`src/pida_pkg.sv`:
```
`timescale 1ns / 1ps
`default_nettype none
// ----------------------------------------------------------------------------
// pida_pkg
// Shared types and constants for the positional insert/delete word list.
// ----------------------------------------------------------------------------
package pida_pkg;

   localparam int CAPACITY = 64;
   localparam int ADDR_W   = $clog2(CAPACITY);
   localparam int COUNT_W  = 7;
   localparam int WORD_W   = 32;
   localparam int CMD_W    = 2;
   localparam int STATUS_W = 2;

   localparam logic [COUNT_W-1:0] CAPACITY_COUNT = COUNT_W'(CAPACITY);

   localparam logic [CMD_W-1:0] CMD_DISPLAY = 2'd0;
   localparam logic [CMD_W-1:0] CMD_INSERT  = 2'd1;
   localparam logic [CMD_W-1:0] CMD_DELETE  = 2'd2;

   typedef enum logic [STATUS_W-1:0] {
      STATUS_OK     = 2'd0,
      STATUS_BADPOS = 2'd1,
      STATUS_FULL   = 2'd2,
      STATUS_EMPTY  = 2'd3
   } status_type;

   // Control from the sequencer to the word store
   typedef struct packed {
      logic              wr_en;
      logic [ADDR_W-1:0] wr_addr;
      logic [WORD_W-1:0] wr_data;
      logic              rd_en;
      logic [ADDR_W-1:0] rd_addr;
   } mem_ctl_type;

endpackage
`default_nettype wire

```
`src/pida_req_if.sv`:
```
`timescale 1ns / 1ps
`default_nettype none
// ----------------------------------------------------------------------------
// pida_req_if
// Command channel: valid/ready handshake with command, position and element.
// ----------------------------------------------------------------------------
interface pida_req_if;
   logic                                   valid;
   logic                                   ready;
   logic        [pida_pkg::CMD_W-1:0]      command;
   logic        [pida_pkg::COUNT_W-1:0]    position;
   logic signed [pida_pkg::WORD_W-1:0]     element;

   modport source (output valid, output command, output position, output element,
                   input ready);
   modport sink   (input valid, input command, input position, input element,
                   output ready);
endinterface
`default_nettype wire

```
`src/pida_rsp_if.sv`:
```
`timescale 1ns / 1ps
`default_nettype none
// ----------------------------------------------------------------------------
// pida_rsp_if
// Result channel: valid/ready handshake with value, status, total and last.
// ----------------------------------------------------------------------------
interface pida_rsp_if;
   logic                                   valid;
   logic                                   ready;
   logic signed [pida_pkg::WORD_W-1:0]     value;
   logic        [pida_pkg::STATUS_W-1:0]   status;
   logic        [pida_pkg::COUNT_W-1:0]    entry_total;
   logic                                   last;

   modport source (output valid, output value, output status, output entry_total,
                   output last, input ready);
   modport sink   (input valid, input value, input status, input entry_total,
                   input last, output ready);
endinterface
`default_nettype wire

```
`src/pida_store.sv`:
```
`timescale 1ns / 1ps
`default_nettype none
// ----------------------------------------------------------------------------
// pida_store
// Word store: one write port, one read port with registered read data.
// ----------------------------------------------------------------------------
module pida_store (
   input  wire                                  clock,
   input  wire pida_pkg::mem_ctl_type           mem_ctl,
   output logic [pida_pkg::WORD_W-1:0]          rd_data_ff
);

   logic [pida_pkg::WORD_W-1:0] mem_ff [pida_pkg::CAPACITY];

   always_ff @(posedge clock) begin
      if (mem_ctl.wr_en) begin
         mem_ff[mem_ctl.wr_addr] <= mem_ctl.wr_data;
      end
   end

   // hold read data when no read is issued
   always_ff @(posedge clock) begin
      if (mem_ctl.rd_en) begin
         rd_data_ff <= mem_ff[mem_ctl.rd_addr];
      end
   end

endmodule
`default_nettype wire

```
`src/positional_insert_delete_array_top.sv`:
```
`timescale 1ns / 1ps
`default_nettype none
// ----------------------------------------------------------------------------
// positional_insert_delete_array_top
// Ordered list of up to CAPACITY signed words with insert, delete and display.
// ----------------------------------------------------------------------------
//
//  channel   | dir | payload                                  | notes
//  ----------+-----+------------------------------------------+---------------------------
//  req_ch    | in  | command, position, element               | one command per transaction
//  rsp_ch    | out | value, status, entry_total, last         | 0..CAPACITY per command
//
//  Sequencing: a sequencer moves one word per read/write pair through the store
//  (one read, one write port). Insert at p moves each word at p or above up,
//  delete at p moves each word above p down, display reads and emits each word;
//  a rejected command or an empty-list display goes to its result, unused code to idle.
//  Reset: synchronous, active high; clear count, sequencer, result valid; not the store.
//  Stalls: req_ch.ready is high only in idle; a stalled result holds the result or emit step.
//
module positional_insert_delete_array_top (
   input  wire  clock,
   input  wire  reset,
   pida_req_if.sink   req_ch,
   pida_rsp_if.source rsp_ch
);

   typedef enum logic [9:0] {
      ST_IDLE      = 10'b00_0000_0001,
      ST_RESULT    = 10'b00_0000_0010,
      ST_DISP_RD   = 10'b00_0000_0100,
      ST_DISP_EMIT = 10'b00_0000_1000,
      ST_INS_RD    = 10'b00_0001_0000,
      ST_INS_WR    = 10'b00_0010_0000,
      ST_DEL_RD0   = 10'b00_0100_0000,
      ST_DEL_TAKE  = 10'b00_1000_0000,
      ST_DEL_RD    = 10'b01_0000_0000,
      ST_DEL_WR    = 10'b10_0000_0000
   } state_type;

   state_type                          state_ff, state_in;
   logic [pida_pkg::COUNT_W-1:0]       count_ff, count_in;
   logic [pida_pkg::COUNT_W-1:0]       idx_ff, idx_in;
   logic [pida_pkg::COUNT_W-1:0]       pos_ff, pos_in;
   logic [pida_pkg::WORD_W-1:0]        elem_ff, elem_in;
   logic [pida_pkg::WORD_W-1:0]        res_value_ff, res_value_in;
   pida_pkg::status_type               res_status_ff, res_status_in;

   logic                               rsp_valid_ff, rsp_valid_in;
   logic [pida_pkg::WORD_W-1:0]        rsp_value_ff, rsp_value_in;
   pida_pkg::status_type               rsp_status_ff, rsp_status_in;
   logic [pida_pkg::COUNT_W-1:0]       rsp_total_ff, rsp_total_in;
   logic                               rsp_last_ff, rsp_last_in;

   pida_pkg::mem_ctl_type              mem_ctl;
   logic [pida_pkg::WORD_W-1:0]        rd_data;

   logic                               req_fire;
   logic                               out_free;
   logic [pida_pkg::COUNT_W-1:0]       idx_inc;
   logic [pida_pkg::COUNT_W-1:0]       idx_dec;

   pida_store u_store (
      .clock      (clock),
      .mem_ctl    (mem_ctl),
      .rd_data_ff (rd_data)
   );

   assign req_ch.ready = (state_ff == ST_IDLE);
   assign req_fire     = req_ch.valid && req_ch.ready;
   // output register may take a new transaction when empty or draining now
   assign out_free     = !rsp_valid_ff || rsp_ch.ready;

   // shared index step unit
   assign idx_inc = idx_ff + pida_pkg::COUNT_W'(1);
   assign idx_dec = idx_ff - pida_pkg::COUNT_W'(1);

   always_comb begin
      state_in      = state_ff;
      count_in      = count_ff;
      idx_in        = idx_ff;
      pos_in        = pos_ff;
      elem_in       = elem_ff;
      res_value_in  = res_value_ff;
      res_status_in = res_status_ff;
      rsp_valid_in  = rsp_valid_ff && !rsp_ch.ready;
      rsp_value_in  = rsp_value_ff;
      rsp_status_in = rsp_status_ff;
      rsp_total_in  = rsp_total_ff;
      rsp_last_in   = rsp_last_ff;
      mem_ctl       = '0;

      unique case (state_ff)
         ST_IDLE: begin
            if (req_fire) begin
               pos_in        = req_ch.position;
               elem_in       = req_ch.element;
               res_value_in  = '0;
               priority if (req_ch.command == pida_pkg::CMD_DISPLAY) begin
                  if (count_ff == '0) begin
                     res_status_in = pida_pkg::STATUS_EMPTY;
                     state_in      = ST_RESULT;
                  end else begin
                     idx_in   = '0;
                     state_in = ST_DISP_RD;
                  end
               end else if (req_ch.command == pida_pkg::CMD_INSERT) begin
                  priority if (req_ch.position > count_ff) begin
                     res_status_in = pida_pkg::STATUS_BADPOS;
                     state_in      = ST_RESULT;
                  end else if (count_ff == pida_pkg::CAPACITY_COUNT) begin
                     res_status_in = pida_pkg::STATUS_FULL;
                     state_in      = ST_RESULT;
                  end else begin
                     idx_in   = count_ff;
                     state_in = ST_INS_RD;
                  end
               end else if (req_ch.command == pida_pkg::CMD_DELETE) begin
                  if (req_ch.position >= count_ff) begin
                     res_status_in = pida_pkg::STATUS_BADPOS;
                     state_in      = ST_RESULT;
                  end else begin
                     idx_in   = req_ch.position;
                     state_in = ST_DEL_RD0;
                  end
               end else begin
                  // unused command: drop it without a result
                  state_in = ST_IDLE;
               end
            end
         end

         ST_RESULT: begin
            if (out_free) begin
               rsp_valid_in  = 1'b1;
               rsp_value_in  = res_value_ff;
               rsp_status_in = res_status_ff;
               rsp_total_in  = count_ff;
               rsp_last_in   = 1'b1;
               state_in      = ST_IDLE;
            end
         end

         ST_DISP_RD: begin
            mem_ctl.rd_en   = 1'b1;
            mem_ctl.rd_addr = idx_ff[pida_pkg::ADDR_W-1:0];
            state_in        = ST_DISP_EMIT;
         end

         ST_DISP_EMIT: begin
            if (out_free) begin
               rsp_valid_in  = 1'b1;
               rsp_value_in  = rd_data;
               rsp_status_in = pida_pkg::STATUS_OK;
               rsp_total_in  = count_ff;
               rsp_last_in   = (idx_inc == count_ff);
               idx_in        = idx_inc;
               state_in      = (idx_inc == count_ff) ? ST_IDLE : ST_DISP_RD;
            end
         end

         ST_INS_RD: begin
            if (idx_ff == pos_ff) begin
               mem_ctl.wr_en   = 1'b1;
               mem_ctl.wr_addr = pos_ff[pida_pkg::ADDR_W-1:0];
               mem_ctl.wr_data = elem_ff;
               count_in        = count_ff + pida_pkg::COUNT_W'(1);
               res_value_in    = elem_ff;
               res_status_in   = pida_pkg::STATUS_OK;
               state_in        = ST_RESULT;
            end else begin
               mem_ctl.rd_en   = 1'b1;
               mem_ctl.rd_addr = idx_dec[pida_pkg::ADDR_W-1:0];
               state_in        = ST_INS_WR;
            end
         end

         ST_INS_WR: begin
            // move the word one place up
            mem_ctl.wr_en   = 1'b1;
            mem_ctl.wr_addr = idx_ff[pida_pkg::ADDR_W-1:0];
            mem_ctl.wr_data = rd_data;
            idx_in          = idx_dec;
            state_in        = ST_INS_RD;
         end

         ST_DEL_RD0: begin
            mem_ctl.rd_en   = 1'b1;
            mem_ctl.rd_addr = idx_ff[pida_pkg::ADDR_W-1:0];
            state_in        = ST_DEL_TAKE;
         end

         ST_DEL_TAKE: begin
            res_value_in = rd_data;
            state_in     = ST_DEL_RD;
         end

         ST_DEL_RD: begin
            if (idx_inc >= count_ff) begin
               count_in      = count_ff - pida_pkg::COUNT_W'(1);
               res_status_in = pida_pkg::STATUS_OK;
               state_in      = ST_RESULT;
            end else begin
               mem_ctl.rd_en   = 1'b1;
               mem_ctl.rd_addr = idx_inc[pida_pkg::ADDR_W-1:0];
               state_in        = ST_DEL_WR;
            end
         end

         ST_DEL_WR: begin
            // move the word one place down
            mem_ctl.wr_en   = 1'b1;
            mem_ctl.wr_addr = idx_ff[pida_pkg::ADDR_W-1:0];
            mem_ctl.wr_data = rd_data;
            idx_in          = idx_inc;
            state_in        = ST_DEL_RD;
         end

         default: begin
            state_in = ST_IDLE;
         end
      endcase
   end

   // control state
   always_ff @(posedge clock) begin
      if (reset) begin
         state_ff     <= ST_IDLE;
         count_ff     <= '0;
         rsp_valid_ff <= 1'b0;
      end else begin
         state_ff     <= state_in;
         count_ff     <= count_in;
         rsp_valid_ff <= rsp_valid_in;
      end
   end

   // payload and working registers
   always_ff @(posedge clock) begin
      idx_ff        <= idx_in;
      pos_ff        <= pos_in;
      elem_ff       <= elem_in;
      res_value_ff  <= res_value_in;
      res_status_ff <= res_status_in;
      rsp_value_ff  <= rsp_value_in;
      rsp_status_ff <= rsp_status_in;
      rsp_total_ff  <= rsp_total_in;
      rsp_last_ff   <= rsp_last_in;
   end

   assign rsp_ch.valid       = rsp_valid_ff;
   assign rsp_ch.value       = rsp_value_ff;
   assign rsp_ch.status      = rsp_status_ff;
   assign rsp_ch.entry_total = rsp_total_ff;
   assign rsp_ch.last        = rsp_last_ff;

   // the list never grows past its capacity
   a_count_bound: assert property (@(posedge clock) disable iff (reset)
      count_ff <= pida_pkg::CAPACITY_COUNT)
      else $error("entry count exceeds capacity");

   // the count moves by at most one per cycle
   a_count_step: assert property (@(posedge clock) disable iff (reset)
      !$past(reset) |-> (count_ff == $past(count_ff)
                         || count_ff == $past(count_ff) + pida_pkg::COUNT_W'(1)
                         || count_ff == $past(count_ff) - pida_pkg::COUNT_W'(1)))
      else $error("entry count jumped");

   // only a display emits transactions without last, and those are ok
   a_nonlast_ok: assert property (@(posedge clock) disable iff (reset)
      (rsp_valid_ff && !rsp_last_ff) |-> (rsp_status_ff == pida_pkg::STATUS_OK))
      else $error("non-final result with error status");

   // an error result carries a zero value
   a_err_zero: assert property (@(posedge clock) disable iff (reset)
      (rsp_valid_ff && rsp_status_ff != pida_pkg::STATUS_OK) |-> (rsp_value_ff == '0))
      else $error("error result with nonzero value");

endmodule
`default_nettype wire

```
`src/flat_wrapper.sv`:
```
// flat-port wrapper written by rule: the top's interface ports become plain ports
module positional_insert_delete_array_top_flat 
  (clock, reset, req_ch_valid, req_ch_command, req_ch_position, req_ch_element, req_ch_ready, rsp_ch_valid, rsp_ch_value, rsp_ch_status, rsp_ch_entry_total, rsp_ch_last, rsp_ch_ready);
  pida_req_if req_ch_i ();
  pida_rsp_if rsp_ch_i ();
  input  wire clock;
  input  wire reset;
  input wire logic [$bits(req_ch_i.valid)-1:0] req_ch_valid;
  input wire logic [$bits(req_ch_i.command)-1:0] req_ch_command;
  input wire logic [$bits(req_ch_i.position)-1:0] req_ch_position;
  input wire logic [$bits(req_ch_i.element)-1:0] req_ch_element;
  output wire logic [$bits(req_ch_i.ready)-1:0] req_ch_ready;
  output wire logic [$bits(rsp_ch_i.valid)-1:0] rsp_ch_valid;
  output wire logic [$bits(rsp_ch_i.value)-1:0] rsp_ch_value;
  output wire logic [$bits(rsp_ch_i.status)-1:0] rsp_ch_status;
  output wire logic [$bits(rsp_ch_i.entry_total)-1:0] rsp_ch_entry_total;
  output wire logic [$bits(rsp_ch_i.last)-1:0] rsp_ch_last;
  input wire logic [$bits(rsp_ch_i.ready)-1:0] rsp_ch_ready;
  assign req_ch_i.valid = req_ch_valid;
  assign req_ch_i.command = req_ch_command;
  assign req_ch_i.position = req_ch_position;
  assign req_ch_i.element = req_ch_element;
  assign req_ch_ready = req_ch_i.ready;
  assign rsp_ch_valid = rsp_ch_i.valid;
  assign rsp_ch_value = rsp_ch_i.value;
  assign rsp_ch_status = rsp_ch_i.status;
  assign rsp_ch_entry_total = rsp_ch_i.entry_total;
  assign rsp_ch_last = rsp_ch_i.last;
  assign rsp_ch_i.ready = rsp_ch_ready;
  positional_insert_delete_array_top u_core (.clock(clock), .reset(reset), .req_ch(req_ch_i), .rsp_ch(rsp_ch_i));
endmodule
```
`config.mk`:
```
export PLATFORM = sky130hd
export DESIGN_NAME = positional_insert_delete_array_top_flat
export DESIGN_NICKNAME = d
export VERILOG_FILES = /design/src/pida_pkg.sv /design/src/pida_req_if.sv /design/src/pida_rsp_if.sv /design/src/pida_store.sv /design/src/positional_insert_delete_array_top.sv /design/src/flat_wrapper.sv
export SDC_FILE = /design/constraint.sdc
export NUM_CORES = 2
export LEC_CHECK = 0
export ABC_CLOCK_PERIOD_IN_PS = 9900
export BUFFER_PORTS_ARGS = -buffer_cell sky130_fd_sc_hd__clkbuf_2
export CORE_MARGIN = 3
export CORE_UTILIZATION = 40
export DETAILED_ROUTE_END_ITERATION = 10
export GPL_TIMING_DRIVEN = 0
export PLACE_DENSITY = 0.55
export SKIP_LAST_GASP = 1
export SLEW_MARGIN = 10
export SYNTH_ARGS = -nofsm -noshare
export SYNTH_HDL_FRONTEND = slang
export SYNTH_SLANG_ARGS = --single-unit
```
`constraint.sdc`:
```
create_clock -name clock -period 9.9 [get_ports clock]
set_clock_uncertainty 0.1 [all_clocks]
set_input_delay 1.98 -clock clock [delete_from_list [all_inputs] [get_ports clock]]
set_output_delay 1.98 -clock clock [all_outputs]
set_load 0.01 [all_outputs]
```
==> metrics.md <==
| Metric | Value |
|---|---|
| Endpoints failing setup | `0` |
| Least-Margin Pin Slew | `1380 ps` |
| Via density | `roughly 5.9` |
| Sequential area share after synthesis | `0.750` |
| Async S/R FF share, synth | `0` |
| Synth warn | `0` |
| Clk_lat worst skew | `between 800 and 900 ps` |
| FF-to-FF Start | `u_core.idx_ff[0]` |
| Startpoint types | `register` |
| Area growth syn-to-layout | `15.9%` |
| Vias in the first global route | `approximately 54000` |
| CP Capture Type | `register` |
| Port buffer count | `between 80 and 90` |
| TNS Setup | `0 ps` |
| Synth cell types | `73` |
| Largest net degree at the start of global routing | `65` |
| Max VDD drop | `0.151 mV` |
| GRT Overall Usage | `0.265` |
| TritonCTS clock tree | `done` |
| Final period utilization | `0.918` |
| RSZ-0062 raised after global routing | `false` |
| Vias | `57435` |
| RePlAce Congestion | `0.961` |
| Grt ovf | `0` |
| Drt first pass iters | `6` |
| Max Slew Vio Count | `0` |
| FF-to-FF End | `u_core.u_store.rd_data_ff[17]` |
| CP required | `roughly 10000 ps` |
| Final #Nets | `approximately 6600` |
| CTS root buf | `clkbuf_16` |
| Initial drt markers | `about 8500` |
| Crit path launch | `u_core.idx_ff[0]` |
| Die height | `477 um` |
| Post-route ant nets | `0` |
| Initial antenna violation count | `41` |
| Critical path endpoint | `u_core.u_store.rd_data_ff[17]` |
| Register-to-register setup slack | `810 ps` |
| Drt drc | `0` |
| Inserted Clock Buffers | `about 230` |
| Worst hold path startpoint | `u_core.count_ff[6]` |
| Max Root-Sink Buffers | `3` |
| CTS hold repair buffers | `0` |
| Synth Flop Type | `edfxtp_1` |
| Commonest non-fill, non-tap cell in the layout | `edfxtp_1` |
| Initial Util | `0.403` |
| Routed wire length | `roughly 310 mm` |
| Post-DP Area | `roughly 96000 um2` |
| WS Path Type | `reg2reg` |
| Final instance area | `103000 um2` |
| Arrival @ worst endpoint | `9580 ps` |
| Commonest non-fill, non-tap cells in the layout | `edfxtp_1, nand2_1, nand3_1` |
| FP Rows | `around 170` |
| Clk pin slew, worst setup/hold paths | `about 60 ps` |
| Slew margin rel. | `0.0781` |
| Post-CTS Resized | `0` |
| CP max FO | `10` |
| DIE WIDTH | `~480 um` |
| Routed WL per cell | `about 32 um` |
| I/O pins | `89` |
| Dpl hpwl | `between 200 and 250 mm` |
| Seq cells post-synth | `around 2200` |
| Cell Pwr Density | `183 nW/um2` |
| H-tree level count | `4` |
| Share of layout cells above drive strength 1 | `0.127` |
| Post-synth EDFFs | `approximately 2200` |
| MaxCap Viol Count | `0` |
| Worst-case reg-to-reg path depth | `19` |
| Mapped Avg Cell Area | `around 15 um2` |
| # clock sinks | `about 2200` |
| Die area | `around 230000 um2` |
| Setup Buffers After CTS | `0` |
| Leakage | `~31 nW` |
| Cells after synthesis | `6091` |
| Final Hold Vio Count | `0` |
| Total core area | `between 200000 and 250000 um2` |
| Upper clock frequency limit | `between 100 and 150 MHz` |
| First-pass GRT wire length | `between 400 and 500 mm` |
| HP Class | `reg2reg` |
| Status | `finished, final reports clean` |
| Syn_nets | `approximately 6000` |
| Period minus WS final | `9090 ps` |
| Fillcell total | `about 19000` |
| Synth Cell Area | `roughly 89000 um2` |
-- power by group --
group          leakage [nW]  switching [mW]  total, mW  internal, mW
registers              16.0          0.0366       10.3          10.3
logic                  11.7           0.364      0.510         0.146
clock network          3.29            3.61       8.02          4.41
total                  31.0            4.01       18.8          14.8
-- cells in the mapped netlist (31+ instances only) --
| master | number | area share |
|---|---|---|
| edfxtp_1 | 2202 | 0.75 |
| a22o_1 | 36 | 0.0036 |
| nor2_1 | 325 | 0.014 |
| a32oi_1 | 31 | 0.0031 |
| a21oi_1 | 72 | 0.0041 |
| nand4_1 | 58 | 0.0041 |
| a32o_1 | 33 | 0.0037 |
| a211oi_1 | 173 | 0.015 |
| nand3_1 | 369 | 0.021 |
| buf_2 | 135 | 0.0076 |
| o21ai_0 | 234 | 0.013 |
| mux4_2 | 70 | 0.018 |
| mux2i_1 | 165 | 0.019 |
| and2_1 | 38 | 0.0027 |
| and3_1 | 223 | 0.016 |
| clkbuf_1 | 212 | 0.0090 |
| a31oi_1 | 115 | 0.0081 |
| nand2_1 | 1134 | 0.048 |
| buf_4 | 37 | 0.0031 |
| a311oi_1 | 85 | 0.0084 |
| a221oi_1 | 59 | 0.0058 |
-- sequential cells by signal, indices dropped and copies added (netlist names) --
signal / count
u_core.u_store.mem_ff: 2048
u_core.elem_ff: 32
u_core.res_value_ff: 32
u_core.rsp_ch.value: 32
u_core.u_store.rd_data_ff: 32
u_core.state_ff: 10
u_core.count_ff: 7
u_core.idx_ff: 7
u_core.pos_ff: 7
u_core.rsp_ch.entry_total: 7
u_core.res_status_ff: 2
u_core.rsp_ch.status: 2
u_core.rsp_ch.last: 1
u_core.rsp_ch.valid: 1
-- area by class of cell --
cell class                      count  area (um2)  share of cell area
Antenna cell                       39        97.6            0.000950
Buffer                            410        1890              0.0183
Clock buffer                      287        5930              0.0577
Clock inverter                    124         857             0.00834
Inverter                           21        78.8            0.000767
Multi-Input combinational cell   3440       21100               0.205
Sequential cell                  2220       66500               0.647
Tap cell                         2958        3700              0.0360
Timing Repair Buffer              192        2630              0.0256
-- through the flow --
| stage | total power [mW] | util | setup slack, ps | instances | hold WS, ps |
|---|---|---|---|---|---|
| after floorplan | 10.8 | - | 5090 | 6091 | 347 |
| after global placement | 11.0 | 0.422 | 869 | 9136 | 395 |
| after detailed placement | 11.0 | 0.436 | 1020 | 9241 | 392 |
| after CTS | 18.9 | 0.467 | 1000 | 9652 | 406 |
| after global routing | 19.3 | 0.467 | 654 | 9655 | 419 |
| final | 18.8 | 0.467 | 813 | 9691 | 408 |
-- worst min path at each step --
stage / slack, ps / depth (start not counted) / end
2_1_floorplan: 350 / 0 / u_core.rsp_ch.entry_total[6]
3_3_place_gp: 400 / 0 / u_core.rsp_ch.entry_total[6]
3_5_place_dp: 390 / 0 / u_core.rsp_ch.entry_total[6]
4_1_cts: 410 / 0 / u_core.rsp_ch.entry_total[6]
5_1_grt: 420 / 0 / u_core.rsp_ch.entry_total[6]
6_report: 410 / 0 / u_core.rsp_ch.entry_total[6]
-- layer usage --
| layer | GRT usage | vias to the layer above | part of all wire |
|---|---|---|---|
| met3 | 0.0617 | 607 | 0.10 |
| met2 | 0.404 | 3329 | 0.45 |
| li1 | - | 24219 | - |
| met5 | 0 | - | 0.00034 |
| met1 | 0.362 | 29266 | 0.40 |
| met4 | 0.120 | 14 | 0.052 |
-- cells by family (layout without fill, tap and decap cells) --
group / count (synthesis) / after routing / synth area share
other cells: 0 / 39 / 0
compound gates: 913 / 913 / 0.0716
xor+xnor: 24 / 24 / 0.00237
flops: 2220 / 2220 / 0.750
buf+inv: 431 / 1034 / 0.0221
fa+ha+maj: 27 / 27 / 0.00390
simple gates: 2236 / 2236 / 0.113
mux: 240 / 240 / 0.0371
-- critical path, stage by stage, from the launching register on --
cell	delay, ps
edfxtp_1	440
ha_1	170
clkbuf_1	300
nand3_1	140
xor2_1	430
inv_1	100
ha_1	320
a21oi_1	70
o21ai_0	720
a211oi_4	190
nand2_1	150
and3_1	160
clkbuf_1	900
buf_2	650
buf_2	620
clkbuf_1	670
a311oi_1	190
o21ai_0	1050
nand4_1	960
and3_1	470
Note: power is estimated with default switching activity, not from simulation.
